`config.mk`:
```
export PLATFORM = sky130hd
export DESIGN_NAME = tilt_angle_to_led_color_unit
export DESIGN_NICKNAME = d
export VERILOG_FILES = /design/src/rtl/core/tatlc_pkg.sv /design/src/rtl/core/tilt_angle_to_led_color_unit.sv /design/src/rtl/core/tatlc_ctrl.sv /design/src/rtl/core/tatlc_datapath.sv
export SDC_FILE = /design/constraint.sdc
export NUM_CORES = 1
export LEC_CHECK = 0
export ABC_AREA = 1
export BUFFER_PORTS_ARGS = -buffer_cell sky130_fd_sc_hd__buf_2
export CAP_MARGIN = 15
export CORE_MARGIN = 2
export CORE_UTILIZATION = 55
export CTS_CLUSTER_SIZE = 14
export DETAILED_ROUTE_END_ITERATION = 6
export PLACE_DENSITY_LB_ADDON = 0.12
export SYNTH_ARGS = -nofsm -noshare
export SYNTH_HDL_FRONTEND = slang
export SYNTH_SLANG_ARGS = --single-unit
```
`constraint.sdc`:
```
create_clock -name aclk -period 8.1 [get_ports aclk]
set_clock_uncertainty 0.1 [all_clocks]
set_input_delay 0.81 -clock aclk [delete_from_list [all_inputs] [get_ports aclk]]
set_output_delay 0.81 -clock aclk [all_outputs]
set_load 0.005 [all_outputs]
```
`src/rtl/core/tatlc_pkg.sv`:
```
// shared types, constants and level lookup functions for the tilt to led color unit
package tatlc_pkg;

    localparam int LEVELS   = 20;
    localparam int FRAC_Q   = 24;
    localparam int THRESH_W = FRAC_Q + 1;
    localparam int LEVEL_W  = 5;
    localparam int FIELD_W  = 16;

    // cosine thresholds in Q24, cos(18 * ln(20/j) deg) for j = 1..20
    localparam logic [THRESH_W-1:0] COS_THRESH [LEVELS] = '{
        25'd9879589,  25'd12575761, 25'd13884636, 25'd14677957, 25'd15211096,
        25'd15591340, 25'd15872982, 25'd16086888, 25'd16252083, 25'd16381008,
        25'd16482178, 25'd16561639, 25'd16623810, 25'd16672000, 25'd16708743,
        25'd16736008, 25'd16755353, 25'd16768026, 25'd16775038, 25'd16777216
    };

    // squaring phase counter value that selects each axis
    localparam logic [1:0] AXIS_X = 2'd3;
    localparam logic [1:0] AXIS_Y = 2'd2;
    localparam logic [1:0] AXIS_Z = 2'd1;

    localparam logic MODE_INTENSITY = 1'b0;
    localparam logic MODE_COLOR     = 1'b1;

    typedef enum logic [2:0] {
        ST_IDLE,
        ST_SQUARE,
        ST_ROOT,
        ST_DIVIDE,
        ST_OUTPUT
    } state_t;

    typedef struct packed {
        logic       load;
        logic       mul_en;
        logic [1:0] sq_axis;
        logic       acc_en;
        logic       root_step;
        logic       div_step;
        logic       out_load;
    } cmd_t;

    // count of thresholds at or below the cosine
    function automatic logic [LEVEL_W-1:0] level_near(input logic [THRESH_W-1:0] c);
        logic [LEVEL_W-1:0] n;
        n = '0;
        for (int j = 0; j < LEVELS; j++) begin
            if (c >= COS_THRESH[j]) begin
                n = n + LEVEL_W'(1);
            end
        end
        return n;
    endfunction

    // count of thresholds at or above the cosine, last one excluded
    function automatic logic [LEVEL_W-1:0] level_far(input logic [THRESH_W-1:0] c);
        logic [LEVEL_W-1:0] n;
        n = '0;
        for (int j = 0; j < LEVELS - 1; j++) begin
            if (c <= COS_THRESH[j]) begin
                n = n + LEVEL_W'(1);
            end
        end
        return n;
    endfunction

endpackage

```
`src/rtl/core/tilt_angle_to_led_color_unit.sv`:
```
// top level of the tilt angle to led color unit
// Takes one accelerometer word (x, y, z and a button flag) and returns one
// color word (red, green, blue levels 0..20 and the display mode used).
// A button press toggles between intensity mode and color mode before the
// sample is used; the mode resets to intensity. For each axis the unit forms
// the direction cosine |a| / |v| with COS_BITS fraction bits and maps it to a
// level through twenty cosine thresholds; an all-zero sample gives black.
// One word is worked at a time: an accepted word passes through the
// shared squarer, the bit-serial square root and the three parallel
// restoring divider lanes, then loads the output register. A new word is
// not taken before the last one has loaded the output register, and that
// load waits until the previous result has been taken. The output register
// holds a finished result while the next word is already being worked.
module tilt_angle_to_led_color_unit #(
    parameter int SAMPLE_BITS = 16,
    parameter int COS_BITS    = 10
) (
    input  logic                                  aclk,
    input  logic                                  aresetn,
    // input word
    input  logic                                  s_valid,
    output logic                                  s_ready,
    input  logic signed [tatlc_pkg::FIELD_W-1:0]  s_accel_x,
    input  logic signed [tatlc_pkg::FIELD_W-1:0]  s_accel_y,
    input  logic signed [tatlc_pkg::FIELD_W-1:0]  s_accel_z,
    input  logic                                  s_button_pressed,
    // result word
    output logic                                  m_valid,
    input  logic                                  m_ready,
    output logic [tatlc_pkg::LEVEL_W-1:0]         m_red,
    output logic [tatlc_pkg::LEVEL_W-1:0]         m_green,
    output logic [tatlc_pkg::LEVEL_W-1:0]         m_blue,
    output logic                                  m_display_mode
);

    // command bundle from controller to datapath
    tatlc_pkg::cmd_t cmd;

    // sequencer: phase counter and output handshake
    tatlc_ctrl #(
        .SAMPLE_BITS (SAMPLE_BITS),
        .COS_BITS    (COS_BITS)
    ) u_ctrl (
        .aclk    (aclk),
        .aresetn (aresetn),
        .s_valid (s_valid),
        .s_ready (s_ready),
        .m_valid (m_valid),
        .m_ready (m_ready),
        .cmd     (cmd)
    );

    // magnitude, cosines and level lookup
    tatlc_datapath #(
        .SAMPLE_BITS (SAMPLE_BITS),
        .COS_BITS    (COS_BITS)
    ) u_datapath (
        .aclk             (aclk),
        .aresetn          (aresetn),
        .cmd              (cmd),
        .s_accel_x        (s_accel_x),
        .s_accel_y        (s_accel_y),
        .s_accel_z        (s_accel_z),
        .s_button_pressed (s_button_pressed),
        .m_red            (m_red),
        .m_green          (m_green),
        .m_blue           (m_blue),
        .m_display_mode   (m_display_mode)
    );

    // an accepted word keeps the unit busy
    a_busy_after_accept: assert property (@(posedge aclk) disable iff (!aresetn)
        (s_valid && s_ready) |=> !s_ready)
        else $error("input taken twice in a row");

    // levels never exceed the top of the scale
    a_level_range: assert property (@(posedge aclk) disable iff (!aresetn)
        m_valid |-> (m_red <= 5'd20 && m_green <= 5'd20 && m_blue <= 5'd20))
        else $error("level out of range");

    // intensity mode drives all three channels alike
    a_intensity_gray: assert property (@(posedge aclk) disable iff (!aresetn)
        (m_valid && m_display_mode == tatlc_pkg::MODE_INTENSITY)
            |-> (m_red == m_green && m_green == m_blue))
        else $error("intensity mode channels differ");

endmodule

```
`src/rtl/core/tatlc_ctrl.sv`:
```
// controller state machine sequencing square, root, divide and output phases
module tatlc_ctrl #(
    parameter int SAMPLE_BITS = 16,
    parameter int COS_BITS    = 10
) (
    input  logic                aclk,
    input  logic                aresetn,
    input  logic                s_valid,
    output logic                s_ready,
    output logic                m_valid,
    input  logic                m_ready,
    output tatlc_pkg::cmd_t     cmd
);

    localparam int SQ_STEPS  = 4;
    localparam int DIV_STEPS = COS_BITS + 1;
    localparam int MAX_A     = (SAMPLE_BITS > DIV_STEPS) ? SAMPLE_BITS : DIV_STEPS;
    localparam int STEPS_MAX = (MAX_A > SQ_STEPS) ? MAX_A : SQ_STEPS;
    localparam int CNT_W     = $clog2(STEPS_MAX);

    tatlc_pkg::state_t state_reg, state_next;
    logic [CNT_W-1:0]  cnt_reg, cnt_next;
    logic              m_valid_reg, m_valid_next;
    logic              cnt_zero;
    logic              out_free;

    assign cnt_zero = (cnt_reg == '0);
    assign out_free = !m_valid_reg || m_ready;

    always_ff @(posedge aclk) begin
        if (!aresetn) begin
            state_reg   <= tatlc_pkg::ST_IDLE;
            cnt_reg     <= '0;
            m_valid_reg <= 1'b0;
        end else begin
            state_reg   <= state_next;
            cnt_reg     <= cnt_next;
            m_valid_reg <= m_valid_next;
        end
    end

    // next state and phase counter
    always_comb begin
        state_next = state_reg;
        cnt_next   = cnt_reg;
        unique case (state_reg)
            tatlc_pkg::ST_IDLE: begin
                if (s_valid) begin
                    state_next = tatlc_pkg::ST_SQUARE;
                    cnt_next   = CNT_W'(SQ_STEPS - 1);
                end
            end
            tatlc_pkg::ST_SQUARE: begin
                cnt_next = cnt_reg - CNT_W'(1);
                if (cnt_zero) begin
                    state_next = tatlc_pkg::ST_ROOT;
                    cnt_next   = CNT_W'(SAMPLE_BITS - 1);
                end
            end
            tatlc_pkg::ST_ROOT: begin
                cnt_next = cnt_reg - CNT_W'(1);
                if (cnt_zero) begin
                    state_next = tatlc_pkg::ST_DIVIDE;
                    cnt_next   = CNT_W'(DIV_STEPS - 1);
                end
            end
            tatlc_pkg::ST_DIVIDE: begin
                cnt_next = cnt_reg - CNT_W'(1);
                if (cnt_zero) begin
                    state_next = tatlc_pkg::ST_OUTPUT;
                    cnt_next   = '0;
                end
            end
            tatlc_pkg::ST_OUTPUT: begin
                if (out_free) begin
                    state_next = tatlc_pkg::ST_IDLE;
                end
            end
            default: begin
                state_next = tatlc_pkg::ST_IDLE;
                cnt_next   = '0;
            end
        endcase
    end

    // datapath commands and handshake outputs
    always_comb begin
        cmd       = '0;
        s_ready   = 1'b0;
        unique case (state_reg)
            tatlc_pkg::ST_IDLE: begin
                s_ready  = 1'b1;
                cmd.load = s_valid;
            end
            tatlc_pkg::ST_SQUARE: begin
                cmd.mul_en  = !cnt_zero;
                cmd.sq_axis = cnt_reg[1:0];
                cmd.acc_en  = (cnt_reg != CNT_W'(SQ_STEPS - 1));
            end
            tatlc_pkg::ST_ROOT: begin
                cmd.root_step = 1'b1;
            end
            tatlc_pkg::ST_DIVIDE: begin
                cmd.div_step = 1'b1;
            end
            tatlc_pkg::ST_OUTPUT: begin
                cmd.out_load = out_free;
            end
            default: begin
                s_ready = 1'b0;
            end
        endcase
    end

    always_comb begin
        m_valid_next = m_valid_reg;
        if (cmd.out_load) begin
            m_valid_next = 1'b1;
        end else if (m_ready) begin
            m_valid_next = 1'b0;
        end
    end

    assign m_valid = m_valid_reg;

endmodule

```
`src/rtl/core/tatlc_datapath.sv`:
```
// datapath: abs, shared squarer, bit-serial square root, three divider lanes, level map
module tatlc_datapath #(
    parameter int SAMPLE_BITS = 16,
    parameter int COS_BITS    = 10
) (
    input  logic                                   aclk,
    input  logic                                   aresetn,
    input  tatlc_pkg::cmd_t                        cmd,
    input  logic signed [tatlc_pkg::FIELD_W-1:0]   s_accel_x,
    input  logic signed [tatlc_pkg::FIELD_W-1:0]   s_accel_y,
    input  logic signed [tatlc_pkg::FIELD_W-1:0]   s_accel_z,
    input  logic                                   s_button_pressed,
    output logic [tatlc_pkg::LEVEL_W-1:0]          m_red,
    output logic [tatlc_pkg::LEVEL_W-1:0]          m_green,
    output logic [tatlc_pkg::LEVEL_W-1:0]          m_blue,
    output logic                                   m_display_mode
);

    localparam int SB = SAMPLE_BITS;
    localparam int SW = 2 * SAMPLE_BITS;
    localparam int RW = SAMPLE_BITS + 3;
    localparam int QW = COS_BITS + 1;
    localparam int TW = tatlc_pkg::THRESH_W;
    localparam int LW = tatlc_pkg::LEVEL_W;

    function automatic logic [SB-1:0] abs_val(input logic [SB-1:0] v);
        return v[SB-1] ? (~v + SB'(1)) : v;
    endfunction

    logic [SB-1:0] raw_x, raw_y, raw_z;

    generate
        if (SAMPLE_BITS <= tatlc_pkg::FIELD_W) begin : g_trunc
            assign raw_x = s_accel_x[SB-1:0];
            assign raw_y = s_accel_y[SB-1:0];
            assign raw_z = s_accel_z[SB-1:0];
        end else begin : g_ext
            assign raw_x = {{(SB - tatlc_pkg::FIELD_W){1'b0}}, s_accel_x};
            assign raw_y = {{(SB - tatlc_pkg::FIELD_W){1'b0}}, s_accel_y};
            assign raw_z = {{(SB - tatlc_pkg::FIELD_W){1'b0}}, s_accel_z};
        end
    endgenerate

    logic          mode_reg, mode_next;
    logic [SB-1:0] abs_reg [3];
    logic [SW-1:0] prod_reg, acc_reg, acc_next;
    logic [RW-1:0] rem_reg, rem_next;
    logic [SB-1:0] root_reg, root_next;
    logic [SB:0]   div_r_reg [3];
    logic [SB:0]   div_r_next [3];
    logic [QW-1:0] div_q_reg [3];
    logic [QW-1:0] div_q_next [3];
    logic [LW-1:0] red_reg, green_reg, blue_reg;
    logic          disp_reg;

    logic [SB-1:0] mul_op;
    logic [RW-1:0] rem_sh, trial;
    logic [LW-1:0] lvl_near, lvl_far_x, lvl_far_y;
    logic [LW-1:0] red_next, green_next, blue_next;
    logic          mag_zero;

    always_ff @(posedge aclk) begin
        if (!aresetn) begin
            mode_reg <= tatlc_pkg::MODE_INTENSITY;
        end else begin
            mode_reg <= mode_next;
        end
    end

    assign mode_next = cmd.load ? (mode_reg ^ s_button_pressed) : mode_reg;

    // squarer operand select
    always_comb begin
        case (cmd.sq_axis)
            tatlc_pkg::AXIS_X: mul_op = abs_reg[0];
            tatlc_pkg::AXIS_Y: mul_op = abs_reg[1];
            tatlc_pkg::AXIS_Z: mul_op = abs_reg[2];
            default:           mul_op = '0;
        endcase
    end

    // restoring square root, one result bit per step
    assign rem_sh = {rem_reg[RW-3:0], acc_reg[SW-1:SW-2]};
    assign trial  = {1'b0, root_reg, 2'b01};

    always_comb begin
        rem_next  = rem_reg;
        root_next = root_reg;
        acc_next  = acc_reg;
        if (cmd.load) begin
            rem_next  = '0;
            root_next = '0;
            acc_next  = '0;
        end else if (cmd.acc_en) begin
            acc_next = acc_reg + prod_reg;
        end else if (cmd.root_step) begin
            acc_next = {acc_reg[SW-3:0], 2'b00};
            if (rem_sh >= trial) begin
                rem_next  = rem_sh - trial;
                root_next = {root_reg[SB-2:0], 1'b1};
            end else begin
                rem_next  = rem_sh;
                root_next = {root_reg[SB-2:0], 1'b0};
            end
        end
    end

    // restoring divide of |a| * 2^COS_BITS by the magnitude, three lanes
    always_comb begin
        logic [SB:0] t;
        logic        ge;
        for (int i = 0; i < 3; i++) begin
            div_r_next[i] = div_r_reg[i];
            div_q_next[i] = div_q_reg[i];
            ge            = (div_r_reg[i] >= {1'b0, root_reg});
            t             = ge ? (div_r_reg[i] - {1'b0, root_reg}) : div_r_reg[i];
            if (cmd.div_step) begin
                div_r_next[i] = {t[SB-1:0], 1'b0};
                div_q_next[i] = {div_q_reg[i][QW-2:0], ge};
            end
        end
        if (cmd.load) begin
            div_r_next[0] = {1'b0, abs_val(raw_x)};
            div_r_next[1] = {1'b0, abs_val(raw_y)};
            div_r_next[2] = {1'b0, abs_val(raw_z)};
            for (int i = 0; i < 3; i++) begin
                div_q_next[i] = '0;
            end
        end
    end

    // level map
    assign mag_zero  = (root_reg == '0);
    assign lvl_near  = tatlc_pkg::level_near(TW'(div_q_reg[2]) << (tatlc_pkg::FRAC_Q - COS_BITS));
    assign lvl_far_x = tatlc_pkg::level_far(TW'(div_q_reg[0]) << (tatlc_pkg::FRAC_Q - COS_BITS));
    assign lvl_far_y = tatlc_pkg::level_far(TW'(div_q_reg[1]) << (tatlc_pkg::FRAC_Q - COS_BITS));

    always_comb begin
        if (mag_zero) begin
            red_next   = '0;
            green_next = '0;
            blue_next  = '0;
        end else if (mode_reg == tatlc_pkg::MODE_COLOR) begin
            red_next   = lvl_far_x;
            green_next = lvl_far_y;
            blue_next  = lvl_near;
        end else begin
            red_next   = lvl_near;
            green_next = lvl_near;
            blue_next  = lvl_near;
        end
    end

    always_ff @(posedge aclk) begin
        if (cmd.load) begin
            abs_reg[0] <= abs_val(raw_x);
            abs_reg[1] <= abs_val(raw_y);
            abs_reg[2] <= abs_val(raw_z);
        end
        if (cmd.mul_en) begin
            // operands widened first so the square keeps all its bits
            prod_reg <= SW'(mul_op) * SW'(mul_op);
        end
        acc_reg  <= acc_next;
        rem_reg  <= rem_next;
        root_reg <= root_next;
        for (int i = 0; i < 3; i++) begin
            div_r_reg[i] <= div_r_next[i];
            div_q_reg[i] <= div_q_next[i];
        end
        if (cmd.out_load) begin
            red_reg   <= red_next;
            green_reg <= green_next;
            blue_reg  <= blue_next;
            disp_reg  <= mode_reg;
        end
    end

    assign m_red          = red_reg;
    assign m_green        = green_reg;
    assign m_blue         = blue_reg;
    assign m_display_mode = disp_reg;

endmodule
```
After elaboration in Yosys (flattened, before gate mapping)
Memory sizes are Yosys's and may differ from the RTL's.
Index checks and enable logic that the tools add are counted.
{"block": "word_totals", "ff_bits": 122, "mem_bits_rw": 132, "inputBits": 53, "output_inout_bits": 18, "wordCells": 272, "n_memories": 3}
{"block": "op_classes", "addsub": 64, "multipliers": 1, "n_lt_le_gt_ge": 62, "n_eq_ne": 13, "n_mux": 100, "bitwise": 6, "n_reduce_logical": 11}
{"memory": "u_datapath.div_r_reg", "words": 3, "word_bits": 17, "rd": 3, "rd_clocked_by_memory_dff": 0, "write_ports": 3, "line_no": "tatlc_datapath.sv:49", "text": "logic [SB:0] div_r_reg [3];"}
{"memory": "u_datapath.abs_reg", "words": 3, "word_bits": 16, "rd": 3, "rd_clocked_by_memory_dff": 0, "write_ports": 3, "line_no": "tatlc_datapath.sv:45", "text": "logic [SB-1:0] abs_reg [3];"}
{"memory": "u_datapath.div_q_reg", "words": 3, "word_bits": 11, "rd": 3, "rd_clocked_by_memory_dff": 0, "write_ports": 3, "line_no": "tatlc_datapath.sv:51", "text": "logic [QW-1:0] div_q_reg [3];"}
{"cell": "25-bit by 24-bit <= comparator with 1-bit output (second input constant)", "count": 38}
{"cell": "25-bit by 24-bit >= comparator with 1-bit output (second input constant)", "count": 19}
{"cell": "5-bit 2-to-1 mux", "count": 57}
{"cell": "5-bit by 1-bit adder with 5-bit output (second input constant)", "count": 52}
{"cell": "16-bit 2-to-1 mux", "count": 6}
{"cell": "17-bit 2-to-1 mux", "count": 4}
{"cell": "32-bit 2-to-1 mux", "count": 2}
{"cell": "17-bit by 16-bit >= comparator with 1-bit output", "count": 3}
{"cell": "51-bit 2-to-1 mux", "count": 1}
{"cell": "16-bit by 1-bit adder with 16-bit output (second input constant)", "count": 3}
{"cell": "16-bit inverter", "count": 3}
{"cell": "16-bit one-hot mux with 3 select lines", "count": 1}
{"cell": "16-bit subtractor", "count": 3}
{"cell": "11-bit 2-to-1 mux", "count": 3}
{"cell": "33-bit 2-to-1 mux", "count": 1}
{"cell": "32-bit adder", "count": 1}
{"cell": "16-bit by 16-bit multiplier with 32-bit output", "count": 1}
{"cell": "25-bit >= comparator (second input constant)", "count": 1}
{"cell": "4-bit 2-to-1 mux", "count": 5}
{"cell": "4-bit one-hot mux with 5 select lines", "count": 1}
{"cell": "19-bit by 18-bit >= comparator with 1-bit output", "count": 1}
{"cell": "17-bit subtractor", "count": 1}
{"cell": "16-bit logical NOT", "count": 1}
{"cell": "3-bit 2-to-1 mux", "count": 5}
{"cell": "other kinds (21)", "count": 44}

Logic depth before layout (Yosys ltp)
An unclocked memory read counts as a cell.
{"block": "depth", "ltp_word": 42, "ltp_mapped": 71, "depth_no_buf": 71}

Modules after synthesis
A second synthesis with hierarchy kept.
{"block": "hier_totals", "hier_cells": 3988, "hier_area_um2": 28643.7}
{"mod": "tatlc_datapath", "instances": 1, "cells_per_inst": 3899, "area_per_inst_um2": 28112.0, "seq_area_each_um2": 6336.1}
{"mod": "tatlc_ctrl", "instances": 1, "cells_per_inst": 89, "area_per_inst_um2": 531.8, "seq_area_each_um2": 160.2}

Worst setup path before layout
No wires, ideal clock.
{"block": "synth_timing", "path_type": "reg2reg", "start": "memory u_datapath.div_q_reg[0][32] in the netlist's numbering", "end": "register u_datapath.red_reg[4], in the netlist u_datapath.m_red[4], data pin", "setup_time_ps": 289, "t_arrival_ps": 8002, "required_ps": 7711, "path_slack_ps": -291, "path_stages_with_launch": 58, "path_buffers": 2, "synth_period_minus_slack_ps": 8391, "path_cell_list": "dfxtp_1 buf_6 inv_1 buf_2 nand2_1 a31oi_1 ha_1 nand3_1 nand2_2 xor2_1 o22ai_1 inv_1 ha_1 nand2_1 nand2_1 xnor2_1 nand2_1 o21ai_0 [22 not listed] ha_1 mux2i_1 xnor2_1 o21ai_0 ha_1 nand2_1 o21ai_1 ha_1 a21oi_1 inv_1 nand2_1 nor2_1 nand2_2 nand3b_1 nand2_1 nand3_1 nand3_1 a21oi_1"}
{"element": "start, declared", "line_no": "tatlc_datapath.sv:51"}
{"element": "end signal, assigned", "line_no": "tatlc_datapath.sv:172", "text": "red_reg <= red_next;"}
{"element": "end, declared", "line_no": "tatlc_datapath.sv:53", "text": "logic [LW-1:0] red_reg, green_reg, blue_reg;"}

==> report_table.html <==
<table>
<tr><th>Metric</th><th>Value</th></tr>
<tr><th colspan="2">Status</th></tr>
<tr><td>Outcome</td><td>finished, violations left</td></tr>
<tr><td>Violated checks</td><td>setup timing</td></tr>
<tr><th colspan="2">GRT</th></tr>
<tr><td>Vias in the first global route</td><td>25000</td></tr>
<tr><td>Maximum number of pins on one net before global-route repair</td><td>85</td></tr>
<tr><td>GR Overflow Total</td><td>0</td></tr>
<tr><td>Global router's overall resource usage</td><td>27.1%</td></tr>
<tr><td>First-pass GRT wire length</td><td>119000 µm</td></tr>
<tr><td>Number of antenna violations at the first check in global routing</td><td>0</td></tr>
<tr><th colspan="2">Timing</th></tr>
<tr><td>Share of the clock period used by the worst path</td><td>103%</td></tr>
<tr><td>Total of endpoints with negative setup slack in the final report</td><td>10</td></tr>
<tr><td>Post-layout worst setup margin</td><td>-0.239 ns</td></tr>
<tr><td>RSZ-0062 raised after global routing</td><td>true</td></tr>
<tr><td>Remaining max-slew budget at the tightest pin</td><td>28.5%</td></tr>
<tr><td>Final critical path time including I/O delays and setup</td><td>8.34 ns</td></tr>
<tr><td>Worst hold slack across all endpoints</td><td>0.341 ns</td></tr>
<tr><td>Transition time of the tightest slew-check pin</td><td>1.07 ns</td></tr>
<tr><td>Hold violation total from the final report</td><td>0</td></tr>
<tr><td>Fin. max-slew vios</td><td>0</td></tr>
<tr><td>Highest clock rate</td><td>120 MHz</td></tr>
<tr><th colspan="2">Critical path</th></tr>
<tr><td>Worst Reg-to-Reg Cells</td><td>75</td></tr>
<tr><td>Worst reg2reg path startpoint</td><td>u_datapath.div_q_reg[0][21]$_SDFFE_PP0P_</td></tr>
<tr><td>WS Path Type</td><td>reg2reg</td></tr>
<tr><td>CP endpoint kind</td><td>register</td></tr>
<tr><td>Cell family with the largest share of critical-path delay</td><td>buffers and inverters</td></tr>
<tr><td>Delay of the slowest cell on the worst path</td><td>0.36 ns</td></tr>
<tr><td>Crit path top cell by count</td><td>buf_4</td></tr>
<tr><td>Number of buffers and inverters on the critical path</td><td>33</td></tr>
<tr><td>Kind of start point of the critical path</td><td>register</td></tr>
<tr><td>Critical path data arrival time</td><td>8.58 ns</td></tr>
<tr><td>R2R Setup Slk</td><td>-0.24 ns</td></tr>
<tr><td>CP required</td><td>8.34 ns</td></tr>
<tr><td>Largest driver fanout on the critical path</td><td>4</td></tr>
<tr><td>Worst r2r dst</td><td>u_datapath.m_green[4]$_SDFFCE_PN0P_</td></tr>
<tr><td>Library cell contributing the largest single delay on the critical path</td><td>dfxtp_4</td></tr>
<tr><th colspan="2">Synth</th></tr>
<tr><td>Syn avg cell area</td><td>7.23 µm²</td></tr>
<tr><td>Netlist cell types</td><td>66</td></tr>
<tr><td>Post-synthesis net count</td><td>4384</td></tr>
<tr><td>Top area cells in the synthesized netlist</td><td>edfxtp_1 (15%), nand2_1 (13%), fa_1 (12%)</td></tr>
<tr><td>Sequential share of the synthesized area</td><td>22.9%</td></tr>
<tr><td>Count of mapped cells out of synthesis</td><td>3919</td></tr>
<tr><td>Flops &amp; latches, synth</td><td>253</td></tr>
<tr><td>Share of Yosys cell area claimed by the top area cell type</td><td>15.2%</td></tr>
<tr><td>Ys Warns</td><td>0</td></tr>
<tr><td>Commonest register cell after synthesis</td><td>edfxtp_1</td></tr>
<tr><td>Cell area after synthesis</td><td>28300 µm²</td></tr>
<tr><td>Post-synthesis async set-or-reset flop share</td><td>0%</td></tr>
<tr><td>EDFF count, synth</td><td>143</td></tr>
<tr><td>Library cell with the largest summed area after synthesis</td><td>edfxtp_1</td></tr>
<tr><th colspan="2">Floorplan</th></tr>
<tr><td>Chip Height</td><td>231 µm</td></tr>
<tr><td>Number of rows created at floorplan</td><td>83</td></tr>
<tr><td>Die area</td><td>53300 µm²</td></tr>
<tr><td>Die X-Extent</td><td>231 µm</td></tr>
<tr><td>Area of the core region</td><td>51100 µm²</td></tr>
<tr><td>Number of top-level pins</td><td>71</td></tr>
<tr><td>Starting utilization of the core area</td><td>55.4%</td></tr>
<tr><th colspan="2">Placed design</th></tr>
<tr><td>Detailed placement HPWL</td><td>54900 µm</td></tr>
<tr><td>GP Congestion</td><td>0.876</td></tr>
<tr><td>Post-Place Setup Slack</td><td>-0.582 ns</td></tr>
<tr><td>IO buf count</td><td>70</td></tr>
<tr><th colspan="2">Detailed routing</th></tr>
<tr><td>Vias</td><td>26400</td></tr>
<tr><td>Wire per inst</td><td>14.8 µm</td></tr>
<tr><td>Antenna-violating nets left</td><td>0</td></tr>
<tr><td>DRC marker count from the first detailed-route iteration</td><td>1686</td></tr>
<tr><td>Detailed-router iteration count before antenna repair</td><td>6</td></tr>
<tr><td>Number of remaining DRC errors</td><td>0</td></tr>
<tr><td>WL final</td><td>74000 µm</td></tr>
<tr><td>Avg Vias per Cell</td><td>5.27</td></tr>
<tr><th colspan="2">Min path</th></tr>
<tr><td>Critical hold path startpoint</td><td>s_accel_y[0]</td></tr>
<tr><td>Worst hold path endpoint</td><td>u_datapath.abs_reg[0][16]$_DFFE_PP_</td></tr>
<tr><td>Instance count along the most critical hold path</td><td>1</td></tr>
<tr><td>Worst hold-check path type</td><td>in2reg</td></tr>
<tr><th colspan="2">Clocking</th></tr>
<tr><td>CTS HTree Levels</td><td>1</td></tr>
<tr><td>Maximum number of buffers from clock root to sink</td><td>3</td></tr>
<tr><td>Clock-pin slew on the worst setup and hold paths</td><td>0.06 ns</td></tr>
<tr><td>Clock root buffer master</td><td>clkbuf_16</td></tr>
<tr><td>Latest clock arrival within the worst-skew pair</td><td>0.60 ns</td></tr>
<tr><td>Number of buffers inserted during clock tree synthesis</td><td>31</td></tr>
<tr><td>Clock tree from TritonCTS</td><td>yes</td></tr>
<tr><td>Number of sinks driven by the clock tree</td><td>253</td></tr>
<tr><th colspan="2">Power</th></tr>
<tr><td>Power density of the placed cells</td><td>238 nW/µm²</td></tr>
<tr><td>Largest vdd supply drop</td><td>0.241 mV</td></tr>
<tr><td>Static leakage</td><td>17.9 nW</td></tr>
<tr><th colspan="2">Cells and area</th></tr>
<tr><td>Layout overhead on the synthesized area</td><td>22.1%</td></tr>
<tr><td>Net count reported at finish</td><td>4765</td></tr>
<tr><td>Antenna Cells</td><td>0</td></tr>
<tr><td>Share of layout cells above drive strength 1</td><td>22.2%</td></tr>
<tr><td>Max FFs per register</td><td>51</td></tr>
<tr><th colspan="2">Run</th></tr>
<tr><td>Total of max-cap violations</td><td>0</td></tr>
</table>
[synthesized netlist by cell type, types with 31 or more instances]
library cell	n
edfxtp_1	143
o22ai_1	34
nor3_1	42
inv_1	655
nand2_2	72
a21oi_1	207
o211ai_1	38
xnor2_1	46
nand2_1	972
nand3_2	31
nand4_1	32
nand3_1	238
ha_1	245
clkbuf_1	70
dfxtp_1	110
o21ai_0	174
nor2_1	296
xor2_1	110
fa_1	167
[stage by stage]
step                      setup TNS (ns)  util [%]  power, W  cells  cell area [µm²]
final                              -1.02      67.7   0.00822   5005            34600
after global routing               -6.81      67.7   0.00890   5005            34600
after CTS                         -0.357      65.1   0.00813   4979            33300
after detailed placement           -7.32      61.0   0.00660   4821            31100
after global placement             -2.73      61.0   0.00654   4821            31100
after floorplan                        0         -   0.00538   3919            28400
[metal layers]
layer  GRT usage [%]  routed length (µm)  vias up  part of all wire [%]
met5               0                   0        -                     0
met4            5.44                1440        0                   2.0
met3            3.40                3840      110                   5.2
met2            46.6               35400      578                    48
met1            36.5               33300    12200                    45
li1                -                   -    13500                     -
[what timing repair did]
action | in CTS | in global routing
setup endpoints to repair | 21 | 22
gates resized for setup | 85 | 278
gates cloned | 0 | 0
hold buffers | 0 | 0
setup buffers | 100 | 27
pin swaps | 106 | 180
[report_power, final]
part           total, W  internal [W]  switching (W)
clock network   0.00148      0.000883       0.000598
logic           0.00463       0.00163        0.00300
registers       0.00211       0.00186       0.000245
total           0.00822       0.00438        0.00384
[area by class of cell]
type,count,area (µm²)
clock buffers,37,851
clock inverters,21,238
fillers,4411,16500
inverters,682,2580
multi-input cells,2905,20400
flip-flops and latches,253,6510
well taps,680,851
repair buffers,427,3130
[how the worst max path moves through the flow]
stage,startpoint,to,slack [ns],cells after the start
floorplan,u_datapath.div_q_reg[0][6]$_SDFFE_PP0P_,u_datapath.m_red[4]$_SDFFCE_PN0P_,0.0006,69
global placement,u_datapath.div_q_reg[0][31]$_SDFFE_PP0P_,u_datapath.m_red[4]$_SDFFCE_PN0P_,-0.30,54
detailed placement,u_datapath.div_q_reg[0][31]$_SDFFE_PP0P_,u_datapath.m_red[4]$_SDFFCE_PN0P_,-0.58,59
CTS,u_datapath.div_q_reg[0][31]$_SDFFE_PP0P_,u_datapath.m_green[4]$_SDFFCE_PN0P_,-0.12,60
global route,u_datapath.div_q_reg[0][31]$_SDFFE_PP0P_,u_datapath.m_red[4]$_SDFFCE_PN0P_,-0.63,61
finish,u_datapath.div_q_reg[0][21]$_SDFFE_PP0P_,u_datapath.m_green[4]$_SDFFCE_PN0P_,-0.24,75
[cell usage in the layout, fill, tap and decap left out, drive strengths merged, types with 45 or more instances in the layout]
cell type | netlist | layout
nand2 | 1057 | 1057
xnor2 | 46 | 46
xor2 | 110 | 110
edfxtp | 143 | 143
a21oi | 208 | 208
nor3 | 45 | 45
fa | 167 | 167
buf | 9 | 427
dfxtp | 110 | 110
inv | 679 | 685
nor2 | 308 | 308
ha | 245 | 245
nand3 | 274 | 274
o21ai | 199 | 199
[logic make-up after synthesis]
logic type,count (synthesis),synth area share (%)
DFF,253,22.9
xor gates and xnor gates,156,4.83
adders and majority gates,412,22.6
buffers and inverters,761,10.2
muxes,1,0.0353
AOI/OAI and AO/OA,570,11.7
and+or+nand+nor,1766,27.7
(Power assumes the default switching activity.)
